### config.mk
export PLATFORM = sky130hd
export DESIGN_NAME = i2c_humidity_sensor_reader
export DESIGN_NICKNAME = d
export VERILOG_FILES = /design/src/sv/i2chs_pkg.sv /design/src/sv/i2chs_ctrl.sv /design/src/sv/i2chs_conv.sv /design/src/sv/i2c_humidity_sensor_reader.sv
export SDC_FILE = /design/constraint.sdc
export NUM_CORES = 1
export LEC_CHECK = 0
export BUFFER_PORTS_ARGS = -buffer_cell sky130_fd_sc_hd__buf_2
export CORE_MARGIN = 2
export CORE_UTILIZATION = 45
export DETAILED_ROUTE_END_ITERATION = 16
export GPL_ROUTABILITY_DRIVEN = 0
export GPL_TIMING_DRIVEN = 0
export PLACE_DENSITY = 0.6
export SYNTH_ARGS = -nofsm -noshare
export SYNTH_HDL_FRONTEND = slang
export SYNTH_SLANG_ARGS = --single-unit
### constraint.sdc
create_clock -name clk -period 11.3 [get_ports clk]
set_input_delay 2.26 -clock clk [delete_from_list [all_inputs] [get_ports clk]]
set_output_delay 2.26 -clock clk [all_outputs]
set_load 0.03 [all_outputs]
### src/sv/i2chs_pkg.sv
`default_nettype none

package i2chs_pkg;

  localparam int IN_TDATA_W  = 24;
  localparam int OUT_TDATA_W = 72;
  localparam int CFG_IDX_W   = 1;
  localparam int CFG_DATA_W  = 16;

  // Register indexes on the configuration channel.
  localparam logic [CFG_IDX_W-1:0] REG_DEVICE_ADDRESS = 1'd0;
  localparam logic [CFG_IDX_W-1:0] REG_ACK_TIMEOUT    = 1'd1;

  localparam logic [7:0]  DEVICE_ADDRESS_RST = 8'd136;
  localparam logic [15:0] ACK_TIMEOUT_RST    = 16'd255;

  localparam logic [1:0] FUNC_WRITE = 2'd1;
  localparam logic [1:0] FUNC_READ  = 2'd2;

  localparam logic [7:0] READ_BIT = 8'h01;

  // Scale factors of the unit conversion.
  localparam logic [15:0] TEMP_SPAN   = 16'd17500;
  localparam logic [14:0] TEMP_OFFSET = 15'd4500;
  localparam logic [15:0] HUM_SPAN    = 16'd10000;

  typedef enum logic [4:0] {
    PH_IDLE  = 5'd0,
    PH_START = 5'd1,
    PH_SEND  = 5'd2,
    PH_WACK  = 5'd3,
    PH_READ  = 5'd4,
    PH_MACK  = 5'd5,
    PH_STOP  = 5'd6
  } phase_t;

  typedef struct packed {
    logic       scl_in;
    logic       sda_in;
    logic [7:0] cmd_lsb;
    logic [7:0] cmd_msb;
    logic [1:0] func;
  } in_item_t;

  typedef struct packed {
    logic [15:0] hum_raw;
    logic [15:0] temp_raw;
    logic        no_ack;
    logic        done_res;
    logic        busy_res;
    logic        sda_out;
    logic        scl_out;
  } step_res_t;

endpackage

`default_nettype wire

### src/sv/i2chs_ctrl.sv
`default_nettype none

module i2chs_ctrl (
  input  wire                       clk,
  input  wire                       rst_n,
  input  wire                       step_en,
  input  wire i2chs_pkg::in_item_t  item,
  input  wire [7:0]                 device_address,
  input  wire [15:0]                ack_timeout,
  output i2chs_pkg::step_res_t      res
);
  import i2chs_pkg::*;

  phase_t      phase_r, phase_nxt;
  logic [1:0]  half_r, half_nxt;
  logic [3:0]  bit_r, bit_nxt;
  logic [2:0]  byte_r, byte_nxt;
  logic [7:0]  shift_r, shift_nxt;
  logic [15:0] wait_r, wait_nxt;
  logic [15:0] cmd_r, cmd_nxt;
  logic [15:0] temp_r, temp_nxt;
  logic [15:0] hum_r, hum_nxt;
  logic        fail_r, fail_nxt;
  logic        rd_r, rd_nxt;

  logic [3:0]  bit_inc;
  logic [2:0]  byte_inc;
  logic [7:0]  rx_byte;
  logic        done;
  logic        scl_o, sda_o;

  always_ff @(posedge clk) begin
    if (!rst_n) begin
      phase_r <= PH_IDLE;
      half_r  <= '0;
      bit_r   <= '0;
      byte_r  <= '0;
      shift_r <= '0;
      wait_r  <= '0;
      cmd_r   <= '0;
      temp_r  <= '0;
      hum_r   <= '0;
      fail_r  <= 1'b0;
      rd_r    <= 1'b0;
    end else if (step_en) begin
      phase_r <= phase_nxt;
      half_r  <= half_nxt;
      bit_r   <= bit_nxt;
      byte_r  <= byte_nxt;
      shift_r <= shift_nxt;
      wait_r  <= wait_nxt;
      cmd_r   <= cmd_nxt;
      temp_r  <= temp_nxt;
      hum_r   <= hum_nxt;
      fail_r  <= fail_nxt;
      rd_r    <= rd_nxt;
    end
  end

  always_comb begin
    phase_nxt = phase_r;
    half_nxt  = half_r;
    bit_nxt   = bit_r;
    byte_nxt  = byte_r;
    shift_nxt = shift_r;
    wait_nxt  = wait_r;
    cmd_nxt   = cmd_r;
    temp_nxt  = temp_r;
    hum_nxt   = hum_r;
    fail_nxt  = fail_r;
    rd_nxt    = rd_r;
    done      = 1'b0;
    bit_inc   = bit_r + 4'd1;
    byte_inc  = byte_r + 3'd1;
    rx_byte   = {shift_r[6:0], item.sda_in};

    unique case (phase_r)
      PH_IDLE: begin
        if (item.func == FUNC_WRITE || item.func == FUNC_READ) begin
          rd_nxt = (item.func == FUNC_READ);
          if (item.func == FUNC_WRITE) begin
            cmd_nxt = {item.cmd_msb, item.cmd_lsb};
          end
          fail_nxt  = 1'b0;
          byte_nxt  = '0;
          bit_nxt   = '0;
          shift_nxt = (item.func == FUNC_READ) ? (device_address | READ_BIT) : device_address;
          phase_nxt = PH_START;
          half_nxt  = '0;
        end
      end
      PH_START: begin
        bit_nxt   = '0;
        phase_nxt = PH_SEND;
        half_nxt  = '0;
      end
      PH_SEND: begin
        if (half_r == 2'd0) begin
          half_nxt = 2'd1;
        end else if (item.scl_in) begin
          shift_nxt = {shift_r[6:0], 1'b0};
          bit_nxt   = bit_inc;
          if (bit_inc >= 4'd8) begin
            bit_nxt   = '0;
            wait_nxt  = '0;
            phase_nxt = PH_WACK;
            half_nxt  = '0;
          end else begin
            half_nxt = 2'd0;
          end
        end
      end
      PH_WACK: begin
        if (half_r == 2'd0) begin
          half_nxt = 2'd1;
        end else if (item.scl_in) begin
          if (!item.sda_in) begin
            wait_nxt = '0;
            half_nxt = '0;
            if (rd_r) begin
              byte_nxt  = '0;
              bit_nxt   = '0;
              shift_nxt = '0;
              phase_nxt = PH_READ;
            end else begin
              byte_nxt = byte_inc;
              if (byte_inc == 3'd1) begin
                shift_nxt = cmd_r[15:8];
                phase_nxt = PH_SEND;
              end else if (byte_inc == 3'd2) begin
                shift_nxt = cmd_r[7:0];
                phase_nxt = PH_SEND;
              end else begin
                phase_nxt = PH_STOP;
              end
            end
          end else if (wait_r >= ack_timeout) begin
            fail_nxt  = 1'b1;
            temp_nxt  = '0;
            hum_nxt   = '0;
            phase_nxt = PH_STOP;
            half_nxt  = '0;
          end else begin
            wait_nxt = wait_r + 16'd1;
          end
        end
      end
      PH_READ: begin
        if (half_r == 2'd0) begin
          half_nxt = 2'd1;
        end else if (item.scl_in) begin
          shift_nxt = rx_byte;
          bit_nxt   = bit_inc;
          if (bit_inc >= 4'd8) begin
            bit_nxt = '0;
            // Bytes two and five carry CRC and are dropped.
            case (byte_r)
              3'd0:    temp_nxt = {rx_byte, temp_r[7:0]};
              3'd1:    temp_nxt = {temp_r[15:8], rx_byte};
              3'd3:    hum_nxt  = {rx_byte, hum_r[7:0]};
              3'd4:    hum_nxt  = {hum_r[15:8], rx_byte};
              default: ;
            endcase
            phase_nxt = PH_MACK;
            half_nxt  = '0;
          end else begin
            half_nxt = 2'd0;
          end
        end
      end
      PH_MACK: begin
        if (half_r == 2'd0) begin
          half_nxt = 2'd1;
        end else if (item.scl_in) begin
          half_nxt = '0;
          if (byte_r >= 3'd5) begin
            phase_nxt = PH_STOP;
          end else begin
            byte_nxt  = byte_inc;
            shift_nxt = '0;
            phase_nxt = PH_READ;
          end
        end
      end
      PH_STOP: begin
        if (half_r == 2'd0) begin
          half_nxt = 2'd1;
        end else if (half_r == 2'd1) begin
          if (item.scl_in) begin
            half_nxt = 2'd2;
          end
        end else begin
          phase_nxt = PH_IDLE;
          half_nxt  = '0;
          done      = 1'b1;
        end
      end
      default: begin
        phase_nxt = PH_IDLE;
        half_nxt  = '0;
      end
    endcase

    // Line drives follow the state after this tick.
    scl_o = 1'b1;
    sda_o = 1'b1;
    unique case (phase_nxt)
      PH_START: begin
        sda_o = 1'b0;
      end
      PH_SEND: begin
        scl_o = half_nxt[0];
        sda_o = shift_nxt[7];
      end
      PH_WACK, PH_READ: begin
        scl_o = half_nxt[0];
      end
      PH_MACK: begin
        scl_o = half_nxt[0];
        sda_o = (byte_nxt >= 3'd5);
      end
      PH_STOP: begin
        scl_o = (half_nxt != 2'd0);
        sda_o = (half_nxt == 2'd2);
      end
      default: ;
    endcase

    res.scl_out  = scl_o;
    res.sda_out  = sda_o;
    res.busy_res = (phase_nxt != PH_IDLE);
    res.done_res = done;
    res.no_ack   = fail_nxt;
    res.temp_raw = temp_nxt;
    res.hum_raw  = hum_nxt;
  end

endmodule

`default_nettype wire

### src/sv/i2chs_conv.sv
`default_nettype none

module i2chs_conv (
  input  wire        [15:0] temp_raw,
  input  wire        [15:0] hum_raw,
  output logic signed [14:0] temp_centi,
  output logic        [13:0] hum_centi
);
  import i2chs_pkg::*;

  logic [31:0] t_sum, h_sum;
  logic [31:0] t_quo, h_quo;
  logic [14:0] t_q;

  // Division by 65535: with y = x + 1, floor(x / 65535) equals
  // (y + (y >> 16)) >> 16 for every product of two 16-bit factors.
  always_comb begin
    t_sum      = 32'(temp_raw) * 32'(TEMP_SPAN) + 32'd1;
    h_sum      = 32'(hum_raw) * 32'(HUM_SPAN) + 32'd1;
    t_quo      = (t_sum + (t_sum >> 16)) >> 16;
    h_quo      = (h_sum + (h_sum >> 16)) >> 16;
    t_q        = t_quo[14:0];
    temp_centi = signed'(t_q - TEMP_OFFSET);
    hum_centi  = h_quo[13:0];
  end

endmodule

`default_nettype wire

### src/sv/i2c_humidity_sensor_reader.sv
`default_nettype none

// I2C master for a temperature and humidity sensor, driven by bus ticks.
// Every word on the in_ channel is one half-bit tick: the sampled SDA and SCL
// levels plus an optional command (write two command bytes, or read one
// measurement). Every input word yields exactly one word on the out_ channel
// with the SCL and SDA drives for the next half bit, busy, done and no_ack
// flags, the raw words and the converted readings in hundredths.
// The cfg_ channel sets the device address and the acknowledge timeout; it
// is always ready and should only be written while no transaction runs.
// From input acceptance to out_tvalid a word passes an input register, the
// bus state machine feeding a step register, then the unit conversion (a
// constant multiply per reading and a reciprocal correction) feeding the
// output register. Throughput is one word per cycle while out_tready stays
// high, set by the state machine advancing once per accepted word.
// When out_tready is low the stages fill up and in_tready drops once all three
// registers hold words; nothing is lost or repeated.
// Synchronous reset returns the bus machine to idle with released lines,
// clears the readings and loads the default address and timeout.
module i2c_humidity_sensor_reader (
  input  wire                                 clk,
  input  wire                                 rst_n,
  // {pad[3:0], scl_in, sda_in, cmd_lsb[7:0], cmd_msb[7:0], func[1:0]}
  input  wire [i2chs_pkg::IN_TDATA_W-1:0]     in_tdata,
  input  wire                                 in_tvalid,
  output logic                                in_tready,
  // {pad[5:0], hum_centi[13:0], temp_centi[14:0], hum_raw[15:0],
  //  temp_raw[15:0], no_ack, done_res, busy_res, sda_out, scl_out}
  output logic [i2chs_pkg::OUT_TDATA_W-1:0]   out_tdata,
  output logic                                out_tvalid,
  input  wire                                 out_tready,
  input  wire [i2chs_pkg::CFG_IDX_W-1:0]      cfg_index,
  input  wire [i2chs_pkg::CFG_DATA_W-1:0]     cfg_data,
  input  wire                                 cfg_valid,
  output logic                                cfg_ready
);
  import i2chs_pkg::*;

  logic [7:0]  dev_addr_r;
  logic [15:0] ack_tmo_r;

  logic        a_valid_r;
  in_item_t    a_item_r;
  logic        b_valid_r;
  step_res_t   b_res_r;
  logic        c_valid_r;
  step_res_t   c_res_r;
  logic signed [14:0] c_temp_centi_r;
  logic [13:0] c_hum_centi_r;

  logic        en_a, en_b, en_c;
  logic        step_en;
  step_res_t   step_res;
  logic signed [14:0] temp_centi;
  logic [13:0] hum_centi;

  assign cfg_ready = 1'b1;

  always_ff @(posedge clk) begin
    if (!rst_n) begin
      dev_addr_r <= DEVICE_ADDRESS_RST;
      ack_tmo_r  <= ACK_TIMEOUT_RST;
    end else if (cfg_valid && cfg_ready) begin
      unique case (cfg_index)
        REG_DEVICE_ADDRESS: dev_addr_r <= cfg_data[7:0];
        REG_ACK_TIMEOUT:    ack_tmo_r  <= cfg_data;
        default: ;
      endcase
    end
  end

  // Each stage loads when it is empty or its word moves on.
  assign en_c      = !c_valid_r || out_tready;
  assign en_b      = !b_valid_r || en_c;
  assign en_a      = !a_valid_r || en_b;
  assign in_tready = en_a;
  assign step_en   = a_valid_r && en_b;

  always_ff @(posedge clk) begin
    if (!rst_n) begin
      a_valid_r <= 1'b0;
      b_valid_r <= 1'b0;
      c_valid_r <= 1'b0;
    end else begin
      if (en_a) a_valid_r <= in_tvalid;
      if (en_b) b_valid_r <= a_valid_r;
      if (en_c) c_valid_r <= b_valid_r;
    end
  end

  always_ff @(posedge clk) begin
    if (en_a && in_tvalid) begin
      a_item_r <= in_item_t'(in_tdata[$bits(in_item_t)-1:0]);
    end
    if (step_en) begin
      b_res_r <= step_res;
    end
    if (en_c && b_valid_r) begin
      c_res_r        <= b_res_r;
      c_temp_centi_r <= temp_centi;
      c_hum_centi_r  <= hum_centi;
    end
  end

  i2chs_ctrl u_ctrl (
    .clk            (clk),
    .rst_n          (rst_n),
    .step_en        (step_en),
    .item           (a_item_r),
    .device_address (dev_addr_r),
    .ack_timeout    (ack_tmo_r),
    .res            (step_res)
  );

  i2chs_conv u_conv (
    .temp_raw   (b_res_r.temp_raw),
    .hum_raw    (b_res_r.hum_raw),
    .temp_centi (temp_centi),
    .hum_centi  (hum_centi)
  );

  assign out_tvalid = c_valid_r;
  assign out_tdata  = {6'd0, c_hum_centi_r, c_temp_centi_r, c_res_r};

`ifndef ASSERT_OFF
  a_reset_empty: assert property (@(posedge clk) !rst_n |=> !out_tvalid && !b_valid_r)
    else $error("pipeline not empty after reset");

  a_done_idle: assert property (@(posedge clk) disable iff (!rst_n)
    out_tvalid && c_res_r.done_res |-> !c_res_r.busy_res)
    else $error("done reported while still busy");

  a_idle_released: assert property (@(posedge clk) disable iff (!rst_n)
    out_tvalid && !c_res_r.busy_res |-> c_res_r.scl_out && c_res_r.sda_out)
    else $error("bus lines driven while idle");

  a_step_moves: assert property (@(posedge clk) disable iff (!rst_n)
    step_en |=> b_valid_r)
    else $error("bus step taken without a result word");
`endif

endmodule

`default_nettype wire

Word level (Yosys, flattened, before mapping)

Cells that the tools add are included.

Logic and storage cells: 221
Register bits after elaboration: 238
Bits of input ports: 46

Bitwise operators: 2
Equal/unequal tests: 38
Multiply operators: 2
Magnitude comparators: 4
Reductions and logical operators: 29
Mux-type cells: 100
Add/subtract/negate cells: 8

Operator list:

| operator                                            | count |
|---|---|
| 2-to-1 mux 16 bit                                   | 21 |
| case mux 16 bit (2 select lines)                    | 5 |
| 2-to-1 mux 8 bit                                    | 14 |
| 2-to-1 mux 5 bit                                    | 17 |
| case mux 8 bit (5 select lines)                     | 1 |
| case mux 5 bit (7 select lines)                     | 1 |
| adder 31 x 1 -> 32 bit, second input constant       | 1 |
| 2-to-1 mux 4 bit                                    | 8 |
| adder 30 x 1 -> 31 bit, second input constant       | 1 |
| adder 31 x 16 -> 31 bit                             | 1 |
| adder 30 x 15 -> 30 bit                             | 1 |
| == test 5 x 3 -> 1 bit, second input constant       | 6 |
| multiplier 16 x 13 -> 29 bit, second input constant | 1 |
| 2-to-1 mux 3 bit                                    | 9 |
| multiplier 16 x 10 -> 26 bit, second input constant | 1 |
| 2-to-1 mux 2 bit                                    | 11 |
| inequality test 2 bit, second input constant        | 11 |
| == test 5 x 2 -> 1 bit, second input constant       | 4 |
| adder 16 x 1 -> 16 bit, second input constant       | 1 |
| greater-or-equal comparator 16 bit                  | 1 |
| case mux 4 bit (4 select lines)                     | 1 |
| subtractor 15 x 13 -> 15 bit, second input constant | 1 |
| AND reduction 14 bit                                | 1 |
| == test 5 x 1 -> 1 bit, second input constant       | 2 |
| 35 further kinds                                    | 62 |

Longest topological paths before layout

Gate-level depths: netlist (run 1).

Word-level depth: 12
Gate-level depth with buffers: 34
Gate-level depth less buffers: 33

By module

Synthesis (run 1) repeated with hierarchy kept, for this count alone.

Cell total of the unflattened synthesis: 1837
Area, all modules: 17968.5 um2

Modules (own cells, without submodules):

| module                     | area an instance (um2) | cells an instance | times used |
|---|---|---|---|
| i2chs_conv                 | 7775.0                 | 927               | 1 |
| i2chs_ctrl                 | 5401.4                 | 657               | 1 |
| i2c_humidity_sensor_reader | 4792.1                 | 253               | 1 |

Worst setup path after synthesis (run 1)

Ideal clock, no wire load.

Kind: flip-flop to flip-flop
Start: register b_res_r[15] in the netlist's numbering
End: register c_temp_centi_r[12] (data pin)
Setup time: 258 ps
Slack: 3559 ps
Data required time: 11042 ps
Cell stages (with the launch flop): 34
Path buffers: 2
Data arrival time: 7483 ps
Clock period less this slack: 7741 ps
Cells stage by stage: edfxtp_1 ha_1 inv_1 fa_1 inv_1 ha_1 fa_1 inv_1 fa_1 inv_1 ha_1 clkbuf_1 a21oi_1 o21ai_1 o31a_1 a2111o_1 a311o_1 a21oi_1 a21oi_1 xnor2_1 ha_1 clkbuf_1 a31o_2 a21oi_1 o21ai_0 o211a_1 a21o_1 nand2_1 ha_1 inv_1 maj3_4 o2111ai_4 and3_1 xor2_1

Longest elaborated chain between the ends: 4

RTL lines:

| what                         | RTL line                          | RTL |
|---|---|---|
| from (decl)                  | i2c_humidity_sensor_reader.sv:45  | `step_res_t b_res_r;` |
| from (signal assigned)       | i2c_humidity_sensor_reader.sv:96  | `b_res_r <= step_res;` |
| multiplier 16 x 13 -> 29 bit | i2chs_conv.sv:18                  | `t_sum = 32'(temp_raw) * 32'(TEMP_SPAN) + 32'd1;` |
| adder 31 x 1 -> 32 bit       | i2chs_conv.sv:18                  |  |
| adder 31 x 16 -> 31 bit      | i2chs_conv.sv:20                  | `t_quo = (t_sum + (t_sum >> 16)) >> 16;` |
| subtractor 15 x 13 -> 15 bit | i2chs_conv.sv:23                  | `temp_centi = signed'(t_q - TEMP_OFFSET);` |
| net temp_centi[12]           | i2c_humidity_sensor_reader.sv:54  | `logic signed [14:0] temp_centi;` |
| to (signal assigned)         | i2c_humidity_sensor_reader.sv:100 | `c_temp_centi_r <= temp_centi;` |
| to (decl)                    | i2c_humidity_sensor_reader.sv:48  | `logic signed [14:0] c_temp_centi_r;` |

The timed path passes the listed nets, and every way through them passes these cells.
A chain may end at the register's enable or synchronous reset.

Final worst setup path (run 1)

Start: register b_res_r[14] in the netlist's numbering
End: register c_temp_centi_r[12] (data pin)

Same word-level chain as after synthesis.

==> insert_results.sql, run 1 <==
INSERT INTO impl_metrics (metric_group, metric, value, unit) VALUES
('clock_tree', 'clock_tree.buffer_depth', '3', ''),
('global_route', 'grt_pass1_wl', '64500', 'um'),
('sta', 'grt_setup_unrepaired', 'no', ''),
('logic_synthesis', 'synth_enable_flop_cells', '123', ''),
('critical_path', 'regToRegSetupSlack', '2.61', 'ns'),
('job', 'max_cap_violations', '0', ''),
('placed_design', 'place.detailed.hpwl', '30800', 'um'),
('power', 'vdd.ir_drop.worst', '0.109', 'mV'),
('route', 'iteration_count_of_the_initial_detailed_routing_pass', '5', ''),
('route', 'routed_wl', '39500', 'um'),
('sta', 'hold_viol_final', '0', ''),
('outcome', 'status', 'completed', ''),
('clock_tree', 'cts_htree_levels', '1', ''),
('route', 'post_drt_via_cell_ratio', '5.33', ''),
('sta', 'fin_crit', '8.69', 'ns'),
('logic_synthesis', 'post_synth_num_cell_types', '94', ''),
('die', 'die_area', '40700', 'sq um'),
('logic_synthesis', 'synth-warning-count', '0', ''),
('sta', 'max_clock_freq', '115', 'MHz'),
('critical_path', 'worstRegToRegCells', '31', ''),
('power', 'power_density', '196', 'nW/um^2'),
('sta', 'worst-slew-pin-transition', '1.26', 'ns'),
('clock_tree', 'clock_tree.root_cell', 'sky130_fd_sc_hd__clkbuf_16', ''),
('sta', 'timing.slew.headroom', '15.4', '%'),
('final_layout', 'area_growth_syn_to_layout', '12.1', '%'),
('global_route', 'antenna_found_initial', '0', ''),
('final_layout', 'final_nets', '2315', ''),
('clock_tree', 'insertion_delay', '0.58', 'ns'),
('die', 'starting_density', '45.6', '%'),
('clock_tree', 'cts_tree', 'yes', ''),
('logic_synthesis', 'netlist.area_leader.share', '21.0', '%'),
('die', 'chipWidth', '202', 'um'),
('final_layout', 'layout.filler_cells', '3604', ''),
('critical_path', 'critical_path.slowest_cell', 'sky130_fd_sc_hd__edfxtp_1', ''),
('route', 'ant_nets', '0', ''),
('sta', 'finalMaxSlewViolations', '0', ''),
('global_route', 'track_usage', '19.3', '%'),
('logic_synthesis', 'primary_ff_master_synth', 'sky130_fd_sc_hd__edfxtp_1', ''),
('die', 'core-area', '38600', 'sq um'),
('hold_path', 'hold_path_end', 'out_tdata[2]', ''),
('sta', 'setup_viol', '0', ''),
('hold_path', 'hold_path_class', 'reg2reg', ''),
('route', 'drt_drc_violations_left', '0', ''),
('critical_path', 'reg2reg_to', 'c_temp_centi_r[12]', ''),
('critical_path', 'worstReg2RegStart', 'b_res_r[14]', ''),
('die', 'ioPinCount', '121', ''),
('critical_path', 'required', '11.69', 'ns'),
('placed_design', 'pre_cts_slack', '2.68', 'ns'),
('clock_tree', 'clk_pin_slew_worst_paths', '0.06', 'ns'),
('critical_path', 'setup.worst_path.end_class', 'flop', ''),
('clock_tree', 'postCtsHoldBufs', '0', ''),
('critical_path', 'crit_path_start_kind', 'flop', ''),
('route', 'vias', '13400', ''),
('logic_synthesis', 'syn_avg_cell_area', '9.63', 'sq um'),
('logic_synthesis', 'fraction_of_the_yosys_area_taken_by_sequential_cells', '34.0', '%'),
('logic_synthesis', 'synth.cell_area', '17600', 'sq um'),
('global_route', 'grt_pass1_vias', '12700', ''),
('die', 'die_y', '202', 'um'),
('critical_path', 'path_class', 'reg2reg', ''),
('logic_synthesis', 'async_reset_ff_share', '0', '%'),
('die', 'core.rowCount', '72', ''),
('final_layout', 'antenna_cells_inserted', '0', ''),
('logic_synthesis', 'ys_ff_latch', '238', ''),
('final_layout', 'final_core_util', '51.1', '%'),
('clock_tree', 'ctsResizeCount', '0', ''),
('sta', 'final.hold.worst_slack', '0.422', 'ns'),
('hold_path', 'worst_hold_path.num_cells', '0', ''),
('sta', 'setup_ws', '2.61', 'ns'),
('critical_path', 'crit_path_max_fanout', '9', ''),
('critical_path', 'crit_family', 'adder cells', ''),
('global_route', 'grt_max_degree', '31', '');
[area by class of cell]
type                    count  share of cell area, %
plain buffers              71                   1.58
repair buffers            112                   3.10
multi-input cells        1260                   52.4
flip-flops and latches    238                   30.4
clock buffers              36                   3.69
clock inverters            13                  0.558
well taps                 518                   3.28
inverters                 265                   5.04
[stage by stage]
stage               total power (uW)  area [sq um]  cells
global route                    4180         19700   2513
floorplan                       2620         17600   1834
global placement                3000         18800   2460
finish                          3870         19700   2513
detailed placement              3040         18900   2464
CTS                             3890         19700   2513
[cells in the final DEF, fill, tap and decap left out, types with 7 or more instances in the layout]
master,n
sky130_fd_sc_hd__clkinv_2,7
sky130_fd_sc_hd__xor2_1,22
sky130_fd_sc_hd__ha_1,214
sky130_fd_sc_hd__nand2_1,163
sky130_fd_sc_hd__clkbuf_16,27
sky130_fd_sc_hd__o211ai_1,17
sky130_fd_sc_hd__edfxtp_1,123
sky130_fd_sc_hd__fa_1,80
sky130_fd_sc_hd__nand2b_1,15
sky130_fd_sc_hd__inv_1,264
sky130_fd_sc_hd__dfxtp_1,115
sky130_fd_sc_hd__and3_1,24
sky130_fd_sc_hd__buf_1,12
sky130_fd_sc_hd__nand4_1,14
sky130_fd_sc_hd__nor2b_1,16
sky130_fd_sc_hd__a22o_1,62
sky130_fd_sc_hd__a31oi_1,7
sky130_fd_sc_hd__and2_1,15
sky130_fd_sc_hd__a21oi_1,107
sky130_fd_sc_hd__a21o_1,28
sky130_fd_sc_hd__a211oi_1,21
sky130_fd_sc_hd__o21ai_0,62
sky130_fd_sc_hd__buf_2,111
sky130_fd_sc_hd__o31ai_1,9
sky130_fd_sc_hd__clkbuf_1,54
sky130_fd_sc_hd__buf_4,7
sky130_fd_sc_hd__a2111oi_0,9
sky130_fd_sc_hd__conb_1,7
sky130_fd_sc_hd__nor3_1,33
sky130_fd_sc_hd__nor4_1,8
sky130_fd_sc_hd__nand3_1,39
sky130_fd_sc_hd__nor2_1,83
sky130_fd_sc_hd__o21a_1,17
sky130_fd_sc_hd__xnor2_1,52
[Yosys cell counts (15+ instances only)]
master,n
sky130_fd_sc_hd__nand2b_1,15
sky130_fd_sc_hd__and3_1,24
sky130_fd_sc_hd__xor2_1,22
sky130_fd_sc_hd__nor3_1,33
sky130_fd_sc_hd__a21o_1,28
sky130_fd_sc_hd__o21ai_0,62
sky130_fd_sc_hd__ha_1,214
sky130_fd_sc_hd__dfxtp_1,115
sky130_fd_sc_hd__fa_1,80
sky130_fd_sc_hd__nor2_1,83
sky130_fd_sc_hd__and2_1,15
sky130_fd_sc_hd__o21a_1,17
sky130_fd_sc_hd__a21oi_1,107
sky130_fd_sc_hd__inv_1,264
sky130_fd_sc_hd__nor2b_1,17
sky130_fd_sc_hd__a22o_1,62
sky130_fd_sc_hd__nand3_1,39
sky130_fd_sc_hd__edfxtp_1,123
sky130_fd_sc_hd__nand2_1,163
sky130_fd_sc_hd__a211oi_1,21
sky130_fd_sc_hd__xnor2_1,52
sky130_fd_sc_hd__clkbuf_1,47
sky130_fd_sc_hd__o211ai_1,17
[power by group]
group          switching, uW  internal, uW
combinational           1210           795
sequential              26.1          1010
clock                    360           477
total                   1590          2280
[registers in the layout (all words and copies together), names as in the netlist, 2 cells and up]
| register | flops |
|---|---|
| c_hum_centi_r | 14 |
| u_ctrl.bit_r | 4 |
| out_tdata | 37 |
| u_ctrl.byte_r | 3 |
| u_ctrl.half_r | 2 |
| u_ctrl.hum_r | 16 |
| u_ctrl.wait_r | 16 |
| u_ctrl.shift_r | 8 |
| b_res_r | 37 |
| u_ctrl.cmd_r | 16 |
| u_ctrl.temp_r | 16 |
| ack_tmo_r | 16 |
| u_ctrl.phase_r | 5 |
| dev_addr_r | 8 |
| c_temp_centi_r | 15 |
| a_item_r | 20 |
[cell families (layout without fill, tap and decap cells)]
family | count (synthesis) | in the layout | share of synthesized area, %
compound gates | 431 | 431 | 17.8
xor+xnor | 75 | 75 | 3.77
fa+ha+maj | 295 | 295 | 24.4
buf+inv | 336 | 497 | 7.41
flops | 238 | 238 | 34.0
mux | 4 | 4 | 0.227
other cells | 2 | 7 | 0.0426
simple gates | 448 | 448 | 12.4
[worst max-delay path by stage]
stage / from / endpoint / slack (ns) / depth (start not counted)
5_1_grt: b_res_r[14] / c_temp_centi_r[14] / 2.03 / 29
3_5_place_dp: b_res_r[14] / c_temp_centi_r[12] / 2.68 / 31
6_report: b_res_r[14] / c_temp_centi_r[12] / 2.61 / 31
2_1_floorplan: b_res_r[15] / c_temp_centi_r[12] / 3.56 / 33
4_1_cts: b_res_r[14] / c_temp_centi_r[12] / 2.62 / 31
3_3_place_gp: b_res_r[14] / c_temp_centi_r[12] / 2.63 / 31
[metal layers]
metal	routed length, um	global-route usage, %
met5	0	0
met4	967	5.51
met3	1840	2.02
met2	18100	31.5
met1	18600	27.2
Power figures use the tool's default switching activity.
==> inputs of run 2 (changes only) <==
--- a/config.mk
+++ b/config.mk
@@ -11,7 +11,7 @@
 export DETAILED_ROUTE_END_ITERATION = 16
 export GPL_ROUTABILITY_DRIVEN = 0
 export GPL_TIMING_DRIVEN = 0
-export PLACE_DENSITY = 0.6
+export PLACE_DENSITY = 0.63
 export SYNTH_ARGS = -nofsm -noshare
 export SYNTH_HDL_FRONTEND = slang
 export SYNTH_SLANG_ARGS = --single-unit
==> constraint.sdc (replaced) <==
create_clock -name clk -period 7.99 [get_ports clk]
set_input_delay 1.598 -clock clk [delete_from_list [all_inputs] [get_ports clk]]
set_output_delay 1.598 -clock clk [all_outputs]
set_load 0.03 [all_outputs]
==> run 2 against run 1 <==
Final cell count grew 2.2%. Wire length rose by 2.0%. Sequential share of layout area shrank 1.5 points. Die area is the same. Sequential power up 44%. Count of clock-buffer cells in the layout decreased by 1. Via count grew 2.5%. Clock power is 67% higher. Sequential cell count unchanged. Utilization up 2.7 points. Critical path type unchanged. Largest power group unchanged.
==> insert_results.sql, run 2 (synthesized netlist as in run 1, its figures left out) <==
INSERT INTO impl_metrics (metric_group, metric, value, unit) VALUES
('critical_path', 'required', '8.30', 'ns'),
('placed_design', 'place.detailed.hpwl', '30300', 'um'),
('power', 'power_density', '319', 'nW/um^2'),
('die', 'die_area', '40700', 'sq um'),
('global_route', 'track_usage', '19.3', '%'),
('clock_tree', 'cts_made_buffers', '27', ''),
('sta', 'max_clock_freq', '129', 'MHz'),
('clock_tree', 'clk_pin_slew_worst_paths', '0.06', 'ns'),
('clock_tree', 'cts_num_sinks', '238', ''),
('sta', 'hold_viol_final', '0', ''),
('final_layout', 'antenna_cells_inserted', '0', ''),
('clock_tree', 'insertion_delay', '0.57', 'ns'),
('power', 'vdd.ir_drop.worst', '0.180', 'mV'),
('route', 'ant_nets', '0', ''),
('critical_path', 'critical_path.slowest_cell', 'sky130_fd_sc_hd__fa_1', ''),
('critical_path', 'critical_path.startpoint', 'b_res_r[15]', ''),
('global_route', 'grt_pass1_wl', '64400', 'um'),
('die', 'die_y', '202', 'um'),
('critical_path', 'max_stage_delay', '0.53', 'ns'),
('outcome', 'status', 'completed', ''),
('sta', 'fin_setup_tns', '0', 'ns'),
('route', 'wl_per_cell', '15.7', 'um'),
('sta', 'fin_crit', '7.77', 'ns'),
('route', 'post_drt_via_cell_ratio', '5.34', ''),
('critical_path', 'cp_bufs_invs', '4', ''),
('sta', 'finalMaxSlewViolations', '0', ''),
('die', 'core.rowCount', '72', ''),
('route', 'routed_wl', '40300', 'um'),
('sta', 'worst-slew-pin-transition', '1.17', 'ns'),
('critical_path', 'crit_path_start_kind', 'flop', ''),
('sta', 'timing.clock.skew', '0.0154', 'ns'),
('critical_path', 'path_class', 'reg2reg', ''),
('die', 'core-area', '38600', 'sq um'),
('final_layout', 'layout.cell_area.non_filler', '20800', 'sq um'),
('placed_design', 'portBuffers', '108', ''),
('clock_tree', 'cts_tree', 'yes', ''),
('critical_path', 'worstReg2RegStart', 'b_res_r[15]', ''),
('final_layout', 'area_growth_syn_to_layout', '18.1', '%'),
('final_layout', 'mostFrequentLayoutCell', 'sky130_fd_sc_hd__inv_1', ''),
('die', 'ioPinCount', '121', ''),
('critical_path', 'cp.arrival', '8.08', 'ns'),
('die', 'starting_density', '45.6', '%'),
('global_route', 'grt_overflow_total', '0', ''),
('global_route', 'grt_pass1_vias', '12800', ''),
('job', 'max_cap_violations', '0', ''),
('final_layout', 'multiInputGateArea', '10800', 'sq um'),
('route', 'drt_drc_violations_left', '0', ''),
('placed_design', 'dpl.cell_count', '2464', ''),
('route', 'drt_first_iter_violations', '859', ''),
('sta', 'timing.slew.headroom', '21.6', '%'),
('final_layout', 'layout-drive-gt1-share', '15.5', '%'),
('power', 'cellLeakagePower', '0.00918', 'uW'),
('final_layout', 'final_nets', '2370', ''),
('power', 'overall_power_after_layout', '6650', 'uW'),
('route', 'iteration_count_of_the_initial_detailed_routing_pass', '5', ''),
('sta', 'post_route_fraction_of_the_period_consumed_by_the_critical_path', '97.3', '%'),
('final_layout', 'layout_common_cells', 'sky130_fd_sc_hd__inv_1 (262), sky130_fd_sc_hd__ha_1 (202), sky130_fd_sc_hd__nand2_1 (162), sky130_fd_sc_hd__edfxtp_1 (123), sky130_fd_sc_hd__dfxtp_1 (115)', ''),
('global_route', 'grt_max_degree', '35', ''),
('final_layout', 'sequential_cell_area', '6000', 'sq um'),
('critical_path', 'crit_family', 'adder cells', ''),
('hold_path', 'min-delay-start', 'b_res_r[4]', ''),
('hold_path', 'hold_path_class', 'reg2reg', ''),
('clock_tree', 'cts_htree_levels', '1', ''),
('global_route', 'antenna_found_initial', '0', ''),
('critical_path', 'setup.worst_path.end_class', 'flop', ''),
('final_layout', 'post_layout_instance_count_excluding_filler_cells', '2569', ''),
('route', 'vias', '13700', ''),
('clock_tree', 'clock_tree.buffer_depth', '3', ''),
('die', 'chipWidth', '202', 'um'),
('clock_tree', 'clock_tree.root_cell', 'sky130_fd_sc_hd__clkbuf_16', ''),
('sta', 'setup_viol', '0', ''),
('placed_design', 'placed_area', '18900', 'sq um'),
('critical_path', 'path_common_cell', 'sky130_fd_sc_hd__fa_1', ''),
('final_layout', 'layout.filler_cells', '3435', ''),
('critical_path', 'crit_path_max_fanout', '6', '');
run 2: cell count changes in the layout (fill, tap and decap cells not counted), moves of 4 or more:
cell	previous run	this run
sky130_fd_sc_hd__clkbuf_1	54	48
sky130_fd_sc_hd__xnor2_1	52	44
sky130_fd_sc_hd__xor2_1	22	18
sky130_fd_sc_hd__a21oi_1	107	98
sky130_fd_sc_hd__ha_4	0	10
sky130_fd_sc_hd__a21oi_4	3	8
sky130_fd_sc_hd__a21oi_2	1	5
sky130_fd_sc_hd__ha_1	214	202
sky130_fd_sc_hd__xnor2_2	0	6
sky130_fd_sc_hd__bufinv_16	1	6
sky130_fd_sc_hd__buf_4	7	65
run 2: layout make-up:
class                           instances  share of cell area [%]
Inverter                              265                    4.78
Timing Repair Buffer                  170                    5.03
Tap cell                              518                    3.11
Buffer                                 68                    1.44
Clock inverter                         15                    1.15
Sequential cell                       238                    28.8
Clock buffer                           35                    3.74
Multi-Input combinational cell       1260                    51.9
run 2: worst paths after layout:
| check | depth (start not counted) | slack, ns | end |
|---|---|---|---|
| setup / recovery | 30 | 0.22 | c_temp_centi_r[12] |
| setup reg to reg | 30 | 0.22 | c_temp_centi_r[12] |
| hold / removal | 0 | 0.42 | out_tdata[4] |
| hold reg to reg | 0 | 0.42 | out_tdata[4] |
run 2: layer usage:
layer / GRT usage (%) / up-vias / part of all wire, %
li1: - / 6847 / -
met1: 26.8 / 6493 / 46
met2: 31.6 / 326 / 47
met3: 2.32 / 62 / 5.1
met4: 5.75 / 0 / 2.2
met5: 0 / - / 0
run 2: through the flow:
| stage | utilization [%] | setup slack (ns) | hold slack (ns) |
|---|---|---|---|
| global route | 53.8 | -0.111 | 0.425 |
| CTS | 52.1 | 0.0263 | 0.419 |
| detailed placement | 48.9 | -0.652 | 0.411 |
| global placement | 48.7 | -0.600 | 0.408 |
| finish | 53.8 | 0.216 | 0.416 |
| floorplan | - | 0.249 | 0.400 |
run 2: repair_timing:
item | CTS | global route
endpoints found under the setup margin | 9 | 14
hold buffers | 0 | 0
cloned | 0 | 0
setup buffers | 19 | 39
gates resized for setup | 10 | 65
pin swaps | 1 | 27
run 2: report_power, final:
part / switching [uW] / internal, uW / leakage, uW
logic: 2220 / 1560 / 0.00661
clock network: 519 / 882 / 0.000502
registers: 33.7 / 1440 / 0.00207
total: 2770 / 3880 / 0.00918
==> inputs of run 3 (changes only) <==
--- a/config.mk
+++ b/config.mk
@@ -12,6 +12,7 @@
 export GPL_ROUTABILITY_DRIVEN = 0
 export GPL_TIMING_DRIVEN = 0
 export PLACE_DENSITY = 0.63
+export REMOVE_ABC_BUFFERS = 1
 export SYNTH_ARGS = -nofsm -noshare
 export SYNTH_HDL_FRONTEND = slang
 export SYNTH_SLANG_ARGS = --single-unit
==> run 3 against run 2 <==
Clock power is 4% lower. Fmax is 0.33% higher. Count of clock-buffer cells in the layout is 4 lower. Non-clock buffer count is 75 lower. First-iteration DRC count is 17% lower. Sequential share of layout area is 0.70 points higher. Wire length is 4.9% lower.
==> insert_results.sql, run 3 (synthesized netlist as in run 1, its figures left out) <==
INSERT INTO impl_metrics (metric_group, metric, value, unit) VALUES
('outcome', 'status', 'completed', ''),
('power', 'cellLeakagePower', '0.00898', 'uW'),
('critical_path', 'cp.arrival', '8.15', 'ns'),
('sta', 'finalMaxSlewViolations', '0', ''),
('placed_design', 'portBuffers', '109', ''),
('route', 'iteration_count_of_the_initial_detailed_routing_pass', '5', ''),
('final_layout', 'post_layout_instance_count_excluding_filler_cells', '2494', ''),
('final_layout', 'antenna_cells_inserted', '0', ''),
('critical_path', 'reg2reg_to', 'c_temp_centi_r[12]', ''),
('global_route', 'grt_overflow_total', '0', ''),
('critical_path', 'critical_path.slowest_cell', 'sky130_fd_sc_hd__fa_1', ''),
('route', 'post_drt_via_cell_ratio', '5.34', ''),
('sta', 'setup_ws', '0.241', 'ns'),
('sta', 'max_clock_freq', '129', 'MHz'),
('clock_tree', 'cts_htree_levels', '1', ''),
('sta', 'worst-slew-pin-transition', '1.19', 'ns'),
('sta', 'fin_crit', '7.75', 'ns'),
('route', 'routed_wl', '38300', 'um'),
('final_layout', 'layout_common_cells', 'sky130_fd_sc_hd__inv_1 (263), sky130_fd_sc_hd__ha_1 (206), sky130_fd_sc_hd__nand2_1 (163), sky130_fd_sc_hd__edfxtp_1 (123), sky130_fd_sc_hd__dfxtp_1 (115)', ''),
('clock_tree', 'cts_num_sinks', '238', ''),
('sta', 'post_route_fraction_of_the_period_consumed_by_the_critical_path', '97.0', '%'),
('critical_path', 'critical_path.startpoint', 'b_res_r[11]', ''),
('sta', 'timing.slew.headroom', '20.0', '%'),
('critical_path', 'setup.worst_path.end_class', 'flop', ''),
('die', 'core-area', '38600', 'sq um'),
('critical_path', 'worstRegToRegCells', '30', ''),
('clock_tree', 'insertion_delay', '0.57', 'ns'),
('hold_path', 'hold_path_class', 'reg2reg', ''),
('final_layout', 'final_nets', '2295', ''),
('hold_path', 'worst_hold_path.num_cells', '0', ''),
('die', 'ioPinCount', '121', ''),
('sta', 'setup_viol', '0', ''),
('clock_tree', 'clock_tree.buffer_depth', '3', ''),
('final_layout', 'area_growth_syn_to_layout', '15.3', '%'),
('job', 'max_cap_violations', '0', ''),
('critical_path', 'max_stage_delay', '0.53', 'ns'),
('route', 'ant_nets', '0', ''),
('critical_path', 'required', '8.39', 'ns'),
('final_layout', 'layout.cell_area.non_filler', '20300', 'sq um'),
('sta', 'fin_setup_tns', '0', 'ns'),
('clock_tree', 'clk_pin_slew_worst_paths', '0.06', 'ns'),
('route', 'drt_drc_violations_left', '0', ''),
('power', 'power_density', '320', 'nW/um^2'),
('critical_path', 'path_class', 'reg2reg', ''),
('die', 'die_area', '40700', 'sq um'),
('clock_tree', 'cts_tree', 'yes', ''),
('global_route', 'track_usage', '18.7', '%'),
('hold_path', 'hold_path_end', 'out_tdata[3]', ''),
('global_route', 'grt_max_degree', '56', ''),
('route', 'wl_per_cell', '15.4', 'um'),
('global_route', 'grt_pass1_wl', '63100', 'um'),
('sta', 'hold_viol_final', '0', ''),
('critical_path', 'crit_family', 'adder cells', ''),
('die', 'die_y', '202', 'um'),
('die', 'core.rowCount', '72', ''),
('critical_path', 'worstReg2RegStart', 'b_res_r[11]', ''),
('critical_path', 'regToRegSetupSlack', '0.24', 'ns'),
('placed_design', 'dpl.cell_count', '2395', ''),
('final_layout', 'mostFrequentLayoutCell', 'sky130_fd_sc_hd__inv_1', ''),
('die', 'starting_density', '45.6', '%'),
('critical_path', 'path_common_cell', 'sky130_fd_sc_hd__ha_1', ''),
('critical_path', 'crit_path_start_kind', 'flop', ''),
('placed_design', 'pre_cts_slack', '-0.586', 'ns'),
('clock_tree', 'clock_tree.root_cell', 'sky130_fd_sc_hd__clkbuf_16', ''),
('power', 'vdd.ir_drop.worst', '0.178', 'mV'),
('die', 'chipWidth', '202', 'um'),
('sta', 'grt_setup_unrepaired', 'yes', ''),
('sta', 'timing.clock.skew', '0.0160', 'ns'),
('placed_design', 'placed_area', '18600', 'sq um'),
('final_layout', 'layout-drive-gt1-share', '14.7', '%'),
('route', 'drt_first_iter_violations', '714', ''),
('critical_path', 'crit_path_max_fanout', '9', ''),
('placed_design', 'place.detailed.hpwl', '28800', 'um'),
('power', 'overall_power_after_layout', '6510', 'uW'),
('route', 'vias', '13300', ''),
('global_route', 'antenna_found_initial', '0', ''),
('final_layout', 'layout.filler_cells', '3473', ''),
('clock_tree', 'postCtsHoldBufs', '0', ''),
('critical_path', 'cp_bufs_invs', '4', ''),
('global_route', 'grt_pass1_vias', '12700', ''),
('clock_tree', 'cts_made_buffers', '27', ''),
('hold_path', 'min-delay-start', 'b_res_r[3]', '');
-- run 3: cell count changes in the layout (fill, tap and decap cells not counted), sizes merged --
cell    previous run  this run
clkbuf            80        31
clkinv             8        10
inv              266       268
buf              193       163
-- run 3: power breakdown --
group | internal (uW) | switching (uW)
Sequential | 1440 | 48.9
Combinational | 1510 | 2160
Clock | 829 | 520
-- run 3: worst max-delay path by stage --
stage	endpoint	slack [ns]	cells past startpoint
6_report	c_temp_centi_r[12]	0.24	30
3_3_place_gp	c_temp_centi_r[12]	-0.51	29
5_1_grt	c_temp_centi_r[12]	-0.09	29
4_1_cts	c_temp_centi_r[12]	0.004	28
2_1_floorplan	c_temp_centi_r[12]	0.39	31
3_5_place_dp	c_temp_centi_r[12]	-0.59	30
-- run 3: area by class of cell --
class | count | area [sq um] | area share [%]
Clock buffer | 31 | 701 | 3.45
Clock inverter | 19 | 274 | 1.35
Multi-Input combinational cell | 1260 | 10700 | 52.7
Sequential cell | 238 | 6000 | 29.5
Timing Repair Buffer | 163 | 1000 | 4.92
Tap cell | 518 | 648 | 3.19
Inverter | 265 | 995 | 4.90
-- run 3: worst reg2reg max path, delay by kind of cell (launching register included) --
kind            cells  cell delay [ns]
fa+ha+maj           9             3.05
compound gates      9             2.03
simple gates        5             0.86
xor+xnor            2             0.54
flops               1             0.50
buf+inv             4             0.35
mux                 1             0.25
-- run 3: per-layer routing --
layer	part of all wire [%]	global-route usage, %
met1	47	25.9
met2	46	30.8
met3	4.7	2.19
met4	2.3	5.30
met5	0	0
-- run 3: timing repair --
item	4_1_cts	5_1_grt
setup buffers	19	30
setup endpoints to repair	9	11
gates resized for setup	11	47
endpoints found under the hold margin	0	0
pin swaps	1	12
-- run 3: stage by stage --
stage | hold WS [ns] | utilization, %
2_1_floorplan | 0.400 | -
3_3_place_gp | 0.408 | 47.9
3_5_place_dp | 0.414 | 48.2
4_1_cts | 0.429 | 51.2
5_1_grt | 0.443 | 52.6
6_report | 0.427 | 52.6
